**src/design/ps2asc_pkg.sv**
```systemverilog
package ps2asc_pkg;

  // Queue storage and pointer sizing
  localparam int FIFO_DEPTH = 256;
  localparam int PTR_W      = (FIFO_DEPTH > 1) ? $clog2(FIFO_DEPTH) : 1;

  // Scancode constants
  localparam int          KEYMAP_LEN  = 84;
  localparam int          KEY_N       = 128;
  localparam logic [6:0]  KEY_LSHIFT  = 7'h2A;
  localparam logic [6:0]  KEY_RSHIFT  = 7'h36;
  localparam logic [6:0]  KEY_CTRL    = 7'h1D;
  localparam logic [6:0]  KEY_CAPS    = 7'h3A;
  localparam logic [7:0]  CHAR_LOW_C  = 8'h63;
  localparam logic [7:0]  CHAR_UP_C   = 8'h43;
  localparam logic [7:0]  CHAR_ETX    = 8'h03;

  // Request kinds carried in tuser
  typedef enum logic [1:0] {
    REQ_SCAN      = 2'd0,
    REQ_POP_ASCII = 2'd1,
    REQ_POP_RAW   = 2'd2,
    REQ_NONE      = 2'd3
  } req_t;

  // Classified request handed from the front end to the FIFO back end
  typedef struct packed {
    req_t       op;
    logic [7:0] scan_byte;
    logic       push_ascii;
    logic [7:0] ascii_char;
  } cmd_t;

  // US layout, unshifted
  localparam logic [7:0] KEYMAP_PLAIN [KEYMAP_LEN] = '{
    8'h00, 8'h1B, 8'h31, 8'h32, 8'h33, 8'h34, 8'h35, 8'h36, 8'h37, 8'h38,
    8'h39, 8'h30, 8'h2D, 8'h3D, 8'h08, 8'h09, 8'h71, 8'h77, 8'h65, 8'h72,
    8'h74, 8'h79, 8'h75, 8'h69, 8'h6F, 8'h70, 8'h5B, 8'h5D, 8'h0A, 8'h00,
    8'h61, 8'h73, 8'h64, 8'h66, 8'h67, 8'h68, 8'h6A, 8'h6B, 8'h6C, 8'h3B,
    8'h27, 8'h60, 8'h00, 8'h5C, 8'h7A, 8'h78, 8'h63, 8'h76, 8'h62, 8'h6E,
    8'h6D, 8'h2C, 8'h2E, 8'h2F, 8'h00, 8'h2A, 8'h00, 8'h20, 8'h00, 8'h00,
    8'h00, 8'h00, 8'h00, 8'h00, 8'h00, 8'h00, 8'h00, 8'h00, 8'h00, 8'h00,
    8'h00, 8'h37, 8'h38, 8'h39, 8'h2D, 8'h34, 8'h35, 8'h36, 8'h2B, 8'h31,
    8'h32, 8'h33, 8'h30, 8'h2E
  };

  // US layout, shifted
  localparam logic [7:0] KEYMAP_UPPER [KEYMAP_LEN] = '{
    8'h00, 8'h1B, 8'h21, 8'h40, 8'h23, 8'h24, 8'h25, 8'h5E, 8'h26, 8'h2A,
    8'h28, 8'h29, 8'h5F, 8'h2B, 8'h08, 8'h09, 8'h51, 8'h57, 8'h45, 8'h52,
    8'h54, 8'h59, 8'h55, 8'h49, 8'h4F, 8'h50, 8'h7B, 8'h7D, 8'h0A, 8'h00,
    8'h41, 8'h53, 8'h44, 8'h46, 8'h47, 8'h48, 8'h4A, 8'h4B, 8'h4C, 8'h3A,
    8'h22, 8'h7E, 8'h00, 8'h7C, 8'h5A, 8'h58, 8'h43, 8'h56, 8'h42, 8'h4E,
    8'h4D, 8'h3C, 8'h3E, 8'h3F, 8'h00, 8'h2A, 8'h00, 8'h20, 8'h00, 8'h00,
    8'h00, 8'h00, 8'h00, 8'h00, 8'h00, 8'h00, 8'h00, 8'h00, 8'h00, 8'h00,
    8'h00, 8'h37, 8'h38, 8'h39, 8'h2D, 8'h34, 8'h35, 8'h36, 8'h2B, 8'h31,
    8'h32, 8'h33, 8'h30, 8'h2E
  };

  // Advance a FIFO pointer with wrap at the queue depth
  function automatic logic [PTR_W-1:0] ptr_inc(input logic [PTR_W-1:0] ptr);
    logic [PTR_W-1:0] res;
    if (ptr == PTR_W'(FIFO_DEPTH - 1)) begin
      res = '0;
    end else begin
      res = ptr + 1'b1;
    end
    return res;
  endfunction

endpackage

```
**src/design/ps2asc_front.sv**
```systemverilog
module ps2asc_front
  import ps2asc_pkg::*;
(
  input  logic       clk,
  input  logic       rst_n,
  input  logic       req_valid,
  input  logic       req_ready,
  input  req_t       req_type,
  input  logic [7:0] scan_byte,
  output cmd_t       cmd
);

  logic [KEY_N-1:0] held_r;
  logic             shift_r, shift_nxt;
  logic             ctrl_r, ctrl_nxt;
  logic             caps_r, caps_nxt;
  logic             accept;
  logic [6:0]       key;
  logic [7:0]       ch;
  logic             push;

  assign accept = req_valid && req_ready;
  assign key    = scan_byte[6:0];

  // Classify the request and decode a press into a character
  always_comb begin
    shift_nxt = shift_r;
    ctrl_nxt  = ctrl_r;
    caps_nxt  = caps_r;
    ch        = '0;
    push      = 1'b0;
    if (req_type == REQ_SCAN) begin
      if (scan_byte[7]) begin
        if (key == KEY_LSHIFT || key == KEY_RSHIFT) begin
          shift_nxt = 1'b0;
        end
        if (key == KEY_CTRL) begin
          ctrl_nxt = 1'b0;
        end
      end else if (!held_r[key]) begin
        if (key == KEY_LSHIFT || key == KEY_RSHIFT) begin
          shift_nxt = 1'b1;
        end else if (key == KEY_CTRL) begin
          ctrl_nxt = 1'b1;
        end else if (key == KEY_CAPS) begin
          caps_nxt = !caps_r;
        end else if (scan_byte < 8'(KEYMAP_LEN)) begin
          if (shift_r ^ caps_r) begin
            ch = KEYMAP_UPPER[key];
          end else begin
            ch = KEYMAP_PLAIN[key];
          end
          if (ctrl_r && (ch == CHAR_LOW_C || ch == CHAR_UP_C)) begin
            ch = CHAR_ETX;
          end
          push = (ch != '0);
        end
      end
    end
  end

  // Hold key and modifier state
  always_ff @(posedge clk) begin
    if (!rst_n) begin
      held_r  <= '0;
      shift_r <= 1'b0;
      ctrl_r  <= 1'b0;
      caps_r  <= 1'b0;
    end else if (accept) begin
      if (req_type == REQ_SCAN) begin
        held_r[key] <= !scan_byte[7];
      end
      shift_r <= shift_nxt;
      ctrl_r  <= ctrl_nxt;
      caps_r  <= caps_nxt;
    end
  end

  assign cmd.op         = req_type;
  assign cmd.scan_byte  = scan_byte;
  assign cmd.push_ascii = push;
  assign cmd.ascii_char = ch;

endmodule

```
**src/design/ps2asc_cmdq.sv**
```systemverilog
module ps2asc_cmdq
  import ps2asc_pkg::*;
(
  input  logic clk,
  input  logic rst_n,
  input  logic push_valid,
  output logic push_ready,
  input  cmd_t push_cmd,
  output logic pop_valid,
  input  logic pop_ready,
  output cmd_t pop_cmd
);

  cmd_t       slot_r [2];
  logic       wr_idx_r;
  logic       rd_idx_r;
  logic [1:0] count_r;
  logic       do_push;
  logic       do_pop;

  assign push_ready = (count_r != 2'd2);
  assign pop_valid  = (count_r != 2'd0);
  assign pop_cmd    = slot_r[rd_idx_r];
  assign do_push    = push_valid && push_ready;
  assign do_pop     = pop_valid && pop_ready;

  // Store requests
  always_ff @(posedge clk) begin
    if (do_push) begin
      slot_r[wr_idx_r] <= push_cmd;
    end
  end

  // Advance indexes and occupancy
  always_ff @(posedge clk) begin
    if (!rst_n) begin
      wr_idx_r <= 1'b0;
      rd_idx_r <= 1'b0;
      count_r  <= 2'd0;
    end else begin
      if (do_push) begin
        wr_idx_r <= !wr_idx_r;
      end
      if (do_pop) begin
        rd_idx_r <= !rd_idx_r;
      end
      if (do_push && !do_pop) begin
        count_r <= count_r + 2'd1;
      end else if (do_pop && !do_push) begin
        count_r <= count_r - 2'd1;
      end
    end
  end

endmodule

```
**src/design/ps2asc_back.sv**
```systemverilog
module ps2asc_back
  import ps2asc_pkg::*;
(
  input  logic       clk,
  input  logic       rst_n,
  input  logic       cmd_valid,
  output logic       cmd_ready,
  input  cmd_t       cmd,
  output logic       out_valid,
  input  logic       out_ready,
  output logic [7:0] read_data,
  output logic       read_valid,
  output logic       ascii_waiting,
  output logic       scan_waiting
);

  logic [7:0]       ascii_mem [FIFO_DEPTH];
  logic [7:0]       raw_mem   [FIFO_DEPTH];
  logic [PTR_W-1:0] ascii_wr_r, ascii_wr_nxt;
  logic [PTR_W-1:0] ascii_rd_r, ascii_rd_nxt;
  logic [PTR_W-1:0] raw_wr_r, raw_wr_nxt;
  logic [PTR_W-1:0] raw_rd_r, raw_rd_nxt;
  logic             exec;
  logic             ascii_wen;
  logic             raw_wen;
  logic             rvalid_nxt;
  logic             out_valid_r;
  logic             rvalid_r;
  logic             src_ascii_r;
  logic             ascii_wait_r;
  logic             scan_wait_r;
  logic [7:0]       ascii_q_r;
  logic [7:0]       raw_q_r;

  assign exec      = cmd_valid && (!out_valid_r || out_ready);
  assign cmd_ready = !out_valid_r || out_ready;

  // Carry out one request on the two FIFOs
  always_comb begin
    ascii_wr_nxt = ascii_wr_r;
    ascii_rd_nxt = ascii_rd_r;
    raw_wr_nxt   = raw_wr_r;
    raw_rd_nxt   = raw_rd_r;
    ascii_wen    = 1'b0;
    raw_wen      = 1'b0;
    rvalid_nxt   = 1'b0;
    case (cmd.op)
      REQ_SCAN: begin
        if (ptr_inc(raw_wr_r) != raw_rd_r) begin
          raw_wen    = 1'b1;
          raw_wr_nxt = ptr_inc(raw_wr_r);
        end
        if (cmd.push_ascii && (ptr_inc(ascii_wr_r) != ascii_rd_r)) begin
          ascii_wen    = 1'b1;
          ascii_wr_nxt = ptr_inc(ascii_wr_r);
        end
      end
      REQ_POP_ASCII: begin
        if (ascii_rd_r != ascii_wr_r) begin
          rvalid_nxt   = 1'b1;
          ascii_rd_nxt = ptr_inc(ascii_rd_r);
        end
      end
      REQ_POP_RAW: begin
        if (raw_rd_r != raw_wr_r) begin
          rvalid_nxt = 1'b1;
          raw_rd_nxt = ptr_inc(raw_rd_r);
        end
      end
      default: begin
      end
    endcase
  end

  // Write and read the FIFO storage
  always_ff @(posedge clk) begin
    if (exec && ascii_wen) begin
      ascii_mem[ascii_wr_r] <= cmd.ascii_char;
    end
    if (exec && raw_wen) begin
      raw_mem[raw_wr_r] <= cmd.scan_byte;
    end
    if (exec) begin
      ascii_q_r   <= ascii_mem[ascii_rd_r];
      raw_q_r     <= raw_mem[raw_rd_r];
      src_ascii_r <= (cmd.op == REQ_POP_ASCII);
    end
  end

  // Update pointers and the result register
  always_ff @(posedge clk) begin
    if (!rst_n) begin
      ascii_wr_r   <= '0;
      ascii_rd_r   <= '0;
      raw_wr_r     <= '0;
      raw_rd_r     <= '0;
      out_valid_r  <= 1'b0;
      rvalid_r     <= 1'b0;
      ascii_wait_r <= 1'b0;
      scan_wait_r  <= 1'b0;
    end else begin
      if (exec) begin
        ascii_wr_r   <= ascii_wr_nxt;
        ascii_rd_r   <= ascii_rd_nxt;
        raw_wr_r     <= raw_wr_nxt;
        raw_rd_r     <= raw_rd_nxt;
        rvalid_r     <= rvalid_nxt;
        ascii_wait_r <= (ascii_rd_nxt != ascii_wr_nxt);
        scan_wait_r  <= (raw_rd_nxt != raw_wr_nxt);
        out_valid_r  <= 1'b1;
      end else if (out_ready) begin
        out_valid_r <= 1'b0;
        rvalid_r    <= 1'b0;
      end
    end
  end

  assign out_valid     = out_valid_r;
  assign read_valid    = rvalid_r;
  assign ascii_waiting = ascii_wait_r;
  assign scan_waiting  = scan_wait_r;
  assign read_data     = !rvalid_r ? 8'h00 : (src_ascii_r ? ascii_q_r : raw_q_r);

`ifndef SYNTHESIS
  a_push_only_on_scan : assert property (@(posedge clk) disable iff (!rst_n)
    exec && cmd.op != REQ_SCAN |=> ascii_wr_r == $past(ascii_wr_r)
                                 && raw_wr_r == $past(raw_wr_r))
    else $error("FIFO write pointer moved on a pop request");

  a_pop_hits : assert property (@(posedge clk) disable iff (!rst_n)
    exec && cmd.op == REQ_POP_ASCII && ascii_rd_r != ascii_wr_r
      |=> rvalid_r && src_ascii_r && ascii_wait_r == (ascii_rd_r != ascii_wr_r))
    else $error("ASCII pop on a nonempty FIFO did not return an entry");

  a_valid_implies_out : assert property (@(posedge clk) disable iff (!rst_n)
    rvalid_r |-> out_valid_r)
    else $error("read valid without a pending result");

  a_stall_holds : assert property (@(posedge clk) disable iff (!rst_n)
    out_valid_r && !out_ready |=> $stable(raw_rd_r) && $stable(ascii_rd_r))
    else $error("request executed while the result was stalled");
`endif

endmodule

```
**src/design/ps2_scancode_to_ascii_fifo.sv**
```systemverilog
// A request is registered in the command queue, then in the back end's result
// registers. One request per cycle is accepted while results are taken; the two-entry
// command queue lets the front end accept two more requests while a result waits to
// be taken, then it stalls. Reset (rst_n low, synchronous) clears held keys,
// shift/ctrl/caps and all FIFO pointers; FIFO storage is not cleared and needs no sweep.
module ps2_scancode_to_ascii_fifo
  import ps2asc_pkg::*;
(
  input  logic       clk,
  input  logic       rst_n,
  input  logic       in_tvalid,
  output logic       in_tready,
  input  logic [7:0] in_tdata,   // [7:0] scan_byte
  input  logic [1:0] in_tuser,   // [1:0] req_type
  output logic       out_tvalid,
  input  logic       out_tready,
  output logic [7:0] out_tdata,  // [7:0] read_data
  output logic [2:0] out_tuser   // [0] read_valid, [1] ascii_waiting, [2] scan_waiting
);

  cmd_t front_cmd;
  cmd_t back_cmd;
  logic q_ready;
  logic q_valid;
  logic back_ready;

  assign in_tready = q_ready;

  // Decode requests and track keyboard state
  ps2asc_front u_front (
    .clk       (clk),
    .rst_n     (rst_n),
    .req_valid (in_tvalid),
    .req_ready (q_ready),
    .req_type  (req_t'(in_tuser)),
    .scan_byte (in_tdata),
    .cmd       (front_cmd)
  );

  // Decouple decode from FIFO execution
  ps2asc_cmdq u_cmdq (
    .clk        (clk),
    .rst_n      (rst_n),
    .push_valid (in_tvalid),
    .push_ready (q_ready),
    .push_cmd   (front_cmd),
    .pop_valid  (q_valid),
    .pop_ready  (back_ready),
    .pop_cmd    (back_cmd)
  );

  // Run the ASCII and raw FIFOs
  ps2asc_back u_back (
    .clk           (clk),
    .rst_n         (rst_n),
    .cmd_valid     (q_valid),
    .cmd_ready     (back_ready),
    .cmd           (back_cmd),
    .out_valid     (out_tvalid),
    .out_ready     (out_tready),
    .read_data     (out_tdata),
    .read_valid    (out_tuser[0]),
    .ascii_waiting (out_tuser[1]),
    .scan_waiting  (out_tuser[2])
  );

endmodule

```
**config.mk**
```make
export PLATFORM = sky130hd
export DESIGN_NAME = ps2_scancode_to_ascii_fifo
export DESIGN_NICKNAME = d
export VERILOG_FILES = /design/src/design/ps2asc_pkg.sv /design/src/design/ps2asc_front.sv /design/src/design/ps2asc_cmdq.sv /design/src/design/ps2asc_back.sv /design/src/design/ps2_scancode_to_ascii_fifo.sv
export SDC_FILE = /design/constraint.sdc
export NUM_CORES = 2
export LEC_CHECK = 0
export BUFFER_PORTS_ARGS = -buffer_cell sky130_fd_sc_hd__buf_2
export CELL_PAD_IN_SITES_DETAIL_PLACEMENT = 1
export CELL_PAD_IN_SITES_GLOBAL_PLACEMENT = 1
export CORE_ASPECT_RATIO = 1.1
export CORE_MARGIN = 2
export CORE_UTILIZATION = 46
export DETAILED_ROUTE_END_ITERATION = 10
export PLACE_DENSITY_LB_ADDON = 0.1
export SETUP_SLACK_MARGIN = 0.4
export SYNTH_ARGS = -nofsm -noshare
export SYNTH_HDL_FRONTEND = slang
export SYNTH_HIERARCHICAL = 1
export SYNTH_MEMORY_MAX_BITS = 65536
export SYNTH_SLANG_ARGS = --single-unit
```
**constraint.sdc**
```tcl
create_clock -name clk -period 3.4 [get_ports clk]
set_input_delay 0.34 -clock clk [delete_from_list [all_inputs] [get_ports clk]]
set_output_delay 0.34 -clock clk [all_outputs]
set_load 0.005 [all_outputs]
```
-- Yosys cells after proc, flatten, opt, wreduce, memory -nomap -nowiden
Memories as Yosys holds them, arrays and structs flattened. A register that Yosys moved wholly into a read port is not among the register bits.
Index checks and enable logic that the tools add are counted.
- bits in registers: 172
- bits in writable memories: 4134
- memory bits (read-only): 2048
- input bits: 14
- output and inout bits: 13
- logic and storage cells: 171
- memories kept: 5
- memories (name ; words ; bits a word ; read ports ; clocked after Yosys merged registers in ; wr ports ; RTL line ; RTL):
    u_back.ascii_mem ; 256 ; 8 ; 1 ; 1 ; 1 ; ps2asc_back.sv:17 ; logic [7:0] ascii_mem [FIFO_DEPTH];
    u_back.raw_mem ; 256 ; 8 ; 1 ; 1 ; 1 ; ps2asc_back.sv:18 ; logic [7:0] raw_mem [FIFO_DEPTH];
    (name not given) ; 128 ; 8 ; 1 ; 0 ; 0 ; ps2asc_front.sv:49 ; ch = KEYMAP_UPPER[key];
    (name not given) ; 128 ; 8 ; 1 ; 0 ; 0 ; ps2asc_front.sv:51 ; ch = KEYMAP_PLAIN[key];
    u_cmdq.slot_r ; 2 ; 19 ; 1 ; 1 ; 1 ; ps2asc_cmdq.sv:14 ; cmd_t slot_r [2];
- add/sub/neg operators: 6
- order comparisons: 4
- eq/ne operators: 21
- mux-type cells: 84
- bitwise gates (word level): 6
- reduce and logical (&&, ||, !) cells: 29
- operators with widths (operator ; count):
    $mux 8 ; 43
    $bwmux 128 ; 1
    $ne 8x8->1 ; 6
    $mux 1 ; 35
    $add 8x1->8 const B ; 4
    $eq 8x8->1 const B ; 4
    $eq 7x6->1 const B ; 3
    $eq 8x7->1 const B ; 2
    $logic_and 1x1->1 ; 9
    $ge 8x8->1 const B ; 1
    $lt 7x8->1 const B ; 1
    $lt 8x7->1 const B ; 1
    $not 7->8 ; 1
    $reduce_bool 8->1 ; 1
    $bmux 1 s7 ; 1
    $demux 1 s7 ; 1
    $eq 7x5->1 const B ; 1
    $ge 7x1->1 const B ; 1
    $logic_not 1->1 ; 7
    $reduce_and 7->1 ; 1
    $ne 2x2->1 const B ; 3
    $reduce_bool 2->1 ; 3
    $reduce_and 5->1 ; 1
    $logic_not 2->1 ; 2
    other kinds (11) ; 17

-- Depth between registers and ports, before layout
- depth after elaboration: 31
- gate-level depth with buffers: 14
- gate-level depth less buffers: 12

-- Modules after synthesis
The synthesis kept the hierarchy.
- modules (own cells, without submodules) (module ; times used ; cells each ; area each (sq um) ; sequential area each (sq um)):
    ps2asc_back ; 1 ; 6884 ; 161498.6 ; 124229.1
    ps2asc_front ; 1 ; 837 ; 7579.8 ; 2622.5
    ps2asc_cmdq ; 1 ; 83 ; 1610.3 ; 1241.2

-- Least setup slack after synthesis
Ideal clock, no wire load.
- kind: register to register
- start: register u_back.raw_wr_r[0]
- end: memory u_back.raw_mem[74][0], enable pin
- setup time: 0.284 ns
- arrival: 3.280 ns
- data required time: 3.116 ns
- path slack: -0.164 ns
- stages on the path, launching flop included: 15
- path buffers: 3
- clock period less this slack: 3.564 ns
- path through: dfxtp_1 -> clkbuf_1 -> inv_1 -> ha_1 -> xor2_1 -> a221o_1 -> a2111oi_2 -> o311ai_1 -> o41ai_4 -> or2_1 -> buf_2 -> nor3_4 -> nand2_1 -> buf_4 -> nor2_1
- cells in the longest elaborated chain, start to end: 9
- elaborated cells on any way between the ends: 10
- classes of those cells: 1 x add/sub; 2 x eq/ne; 6 x mux; 1 x reduce/logical
- ends and longest elaborated chain (what ; RTL line ; RTL):
    from (decl) ; ps2asc_back.sv:21 ; logic [PTR_W-1:0] raw_wr_r, raw_wr_nxt;
    from (signal assigned) ; ps2asc_back.sv:105 ; raw_wr_r <= raw_wr_nxt;
    $add 8x1->8 / $eq 8x8->1 (equally long branches) ; ps2asc_pkg.sv:66, ps2asc_pkg.sv:63 ;
    $mux 8 ; ps2asc_pkg.sv:63 ; if (ptr == PTR_W'(FIFO_DEPTH - 1)) begin
    $mux 8 ; ps2asc_back.sv:47 ; case (cmd.op)
    $ne 8x8->1 ; ps2asc_back.sv:49 ; if (ptr_inc(raw_wr_r) != raw_rd_r) begin
    $mux 1 ; ps2asc_back.sv:49 ;
    $mux 1 ; ps2asc_back.sv:47 ;
    $logic_and 1x1->1 ; ps2asc_back.sv:80 ; if (exec && raw_wen) begin
    $mux 1 ; ps2asc_back.sv:80 ;
    $mux 1 (not written as such) ; ps2asc_back.sv:81 ; raw_mem[raw_wr_r] <= cmd.scan_byte;
    to (decl) ; ps2asc_back.sv:18 ;
Parallel ways exist; a longest one is shown, timed or not. The select of a mux whose other input is x is not followed.

==> summary.md <==
| Metric | Value |
|---|---|
| Leak | 61.15 nW |
| Finished Cell Area | 0.2010 mm^2 |
| Cell with the most instances after synthesis | edfxtp_1 |
| Die Wd | 584.8 um |
| Slowest stage delay, CP | 0.59 ns |
| #FFs+latches synth | 4323 |
| Clock buffer count from CTS | 439 |
| Sw Ratio | 26.60% |
| CP Capture Type | register |
| Failing checks | setup timing |
| Die ar. | 0.3760 mm^2 |
| Grt total ovfl | 0 |
| Yosys top cell area share | 73.03% |
| Peak supply drop | 926.8 uV |
| Register area share after synthesis | 75.04% |
| Worst-case hold slack | 0.1416 ns |
| Gpl congestion | 0.8354 |
| Synth-to-layout area growth | 17.79% |
| Vias per cell | 5.959 |
| Residual DRC count | 0 |
| FF+latch area | 0.1281 mm^2 |
| Rows | 234 |
| H-tree depth | 5 |
| Critical path type | reg -> reg |
| Die H | 642.9 um |
| # setup viols final | 12 |
| Arrival time of the worst setup path | 4.15 ns |
| Critical Path Most Common Cell | mux4_2 |
| Comb pwr share | 18.9% |
| Relative slew margins | 18.05% |
| Avg Inst Size Synth | 21.87 um^2 |
| Share of synthesized registers carrying an async set or reset | 0% |
| Drt pass-1 iters | 5 |
| Startpoint Class | register |
| Crit-path cells | buf_12, buf_16, buf_4, mux4_2, mux4_2, mux4_2, mux4_2 |
| # fillers | 31350 |
| Synth warnings | 6 |
| Via count | 83450 |
| Worst-Margin Slew | 1.229 ns |
| Nets | 8712 |
| Worst hold path class | in -> reg |
| Syn Nets | 7846 |
| Initial antenna violation count | 12 |
| Status | complete, but fails checks |
| Initial core utilization | 46.23% |
| Share of cells above drive strength 1 | 37.24% |
| Worst setup margin | -0.03778 ns |
| HPWL after DPL | 290.9 mm |
| Root Buffer | clkbuf_16 |
| Pint | 101.3 mW |
| CTS tree | done |
| Final hold vios | 0 |
| Avg WL per Cell | 32.88 um |
| Final cycle utilization of the critical path | 101.1% |
| DR iter-0 viols | 7492 |
| Bufs on Longest Clock Path | 4 |
| Core area | 0.3692 mm^2 |
| Max-Cap Viols | 0 |
| Largest net degree at the start of global routing | 154 |
| Synth area leaders | edfxtp_1 (73%), mux4_2 (18%), dfxtp_1 (2.0%), nor2_1 (1.2%), a311oi_1 (0.66%) |
| Multi-input logic area | 0.04206 mm^2 |
| Skew final | 0.05352 ns |
| Post-synth EDFFs | 4151 |
| Antenna Nets Post-Route | 0 |
| Reg power frac | 46.5% |
| Synth Instances | 7804 |
| Main synth FF type | edfxtp_1 |
| Post-Syn Area | 0.1707 mm^2 |
| Top cells by count, synth | edfxtp_1 (4151), mux4_2 (1389), nor2_1 (566), clkbuf_1 (274), dfxtp_1 (172) |
| First-pass GRT wire length | 666.6 mm |
| Setup_tns | -0.2703 ns |
| Post-synth cell types | 85 |
| Setup WS pre-CTS | -0.2691 ns |
| PwrDens | 686.5 mW/mm^2 |
| Clk pwr share | 34.6% |
| Area after DPL | 0.1844 mm^2 |
| CP Max Fanout | 13 |
| Slew Limit Fails | 0 |
| Routed wire length | 460.4 mm |
| Vias in the first global route | 88860 |
| Min cycle time layout | 3.438 ns |
| Psw | 36.71 mW |
| Clock slew at reported path FFs | 0.07 ns |
| Port bufs | 26 |
| Dominant cell type by area after synthesis | edfxtp_1 |
| Clock sink count | 4323 |
| WP data required | 4.12 ns |
| Worst-Skew Late Latency | 0.98 ns |
| CP max-delay cell | mux4_2 |
| Fmax | 0.2909 GHz |
| Total GRT Usage | 24.59% |
| RSZ-0062 raised after global routing | yes |
| I/O pin count | 27 |
==> per-stage QoR <==
step / total power [mW] / instances / utilization, %
after detailed placement: 90.62 / 13080 / 49.95
final: 138.0 / 14000 / 54.46
after global placement: 89.88 / 13080 / 49.94
after global routing: 142.3 / 14000 / 54.45
after floorplan: 79.34 / 7804 / -
after CTS: 139.3 / 13950 / 54.13
==> worst max-delay path, delay by kind of cell, from the launching register on <==
kind                   cells  cell delay [ns]
flip-flops                 1             0.42
multiplexers               4             2.19
buffers and inverters      3             0.55
==> cell usage in the layout (no fill, tap or decap), types with 26 or more instances in the layout <==
cell and n:
a21oi_1 155, a311oi_1 129, buf_12 190, buf_4 660, buf_6 41, bufinv_16 41
clkbuf_1 78, clkbuf_16 451, clkinv_1 114, clkinv_2 81, clkinvlp_4 26, dfxtp_1 153
edfxtp_1 4151, mux2i_1 36, mux4_2 1389, nand2_1 77, nand3_1 27, nor2_1 305
nor2_2 132, nor2_4 129, nor2b_1 40, nor3_1 28, o21ai_0 37, xnor2_1 43
==> layout make-up <==
class / instances / area share (%)
Inverter: 26 / 0.05165
Clock inverter: 291 / 1.338
Timing Repair Buffer: 965 / 5.172
Clock buffer: 525 / 5.693
Tap cell: 4956 / 3.084
Antenna cell: 2 / 0.002489
Sequential cell: 4323 / 63.74
Multi-Input combinational cell: 2915 / 20.92
==> power groups by stage <==
| stage | Combinational (mW) | Sequential [mW] | Clock [mW] |
|---|---|---|---|
| floorplan | 13.9 | 65.4 | 0 |
| global placement | 24.6 | 65.3 | 0 |
| detailed placement | 25.3 | 65.3 | 0 |
| CTS | 26.4 | 64.2 | 48.7 |
| global route | 27.6 | 64.2 | 50.6 |
| finish | 26.1 | 64.2 | 47.7 |
==> timing repair <==
action | CTS | global route
setup buffers | 29 | 45
hold endpoints to repair | 29 | 0
hold buffers | 10 | 0
gates cloned | 10 | 7
pin swaps | 11 | 23
endpoints found under the setup margin | 4052 | 4117
resized for setup | 158 | 164
==> cells by family after synthesis <==
logic type / after synthesis / synth area share (%)
DFF: 4323 / 75.04
xor gates and xnor gates: 68 / 0.3533
buffers and inverters: 566 / 1.438
and+or+nand+nor: 920 / 2.407
other: 1 / 0.002197
AOI/OAI and AO/OA: 450 / 1.842
muxes: 1448 / 18.71
adders and majority gates: 28 / 0.2053
==> routing by layer <==
metal / track usage, % / vias to the layer above / wire (um) / share of wire [%]
li1: - / 34700 / - / -
met2: 42.52 / 2201 / 241000 / 52
met3: 2.811 / 503 / 19390 / 4.2
met5: 0 / - / 31 / 0.0067
met1: 33.40 / 46040 / 188300 / 41
met4: 6.055 / 4 / 11550 / 2.5
==> registers in the layout (all words and copies together), names as in the netlist, 2 cells and up, named ones only <==
signal and cells:
u_back/raw_mem 2048, u_front/held_r 128, u_back/ascii_wr_r 8, u_back/ascii_q_r 8, u_cmdq/slot_r 38, u_back/ascii_mem 2048, u_back/ascii_rd_r 8, u_back/raw_q_r 8
u_cmdq/count_r 2, u_back/raw_rd_r 8, u_back/raw_wr_r 8
==> worst paths after layout <==
path / startpoint / endpoint / slack, ns / cells past startpoint
setup / recovery: u_back/ascii_rd_r[0] / u_back/ascii_q_r[7] / -0.04 / 7
hold / removal: in_tdata[1] / u_cmdq/slot_r[0][10] / 0.14 / 3
setup reg to reg: u_back/ascii_rd_r[0] / u_back/ascii_q_r[7] / -0.04 / 7
hold reg to reg: u_front/ctrl_r / u_front/ctrl_r / 0.48 / 2
No activity file was read; power rests on OpenSTA's default activity.
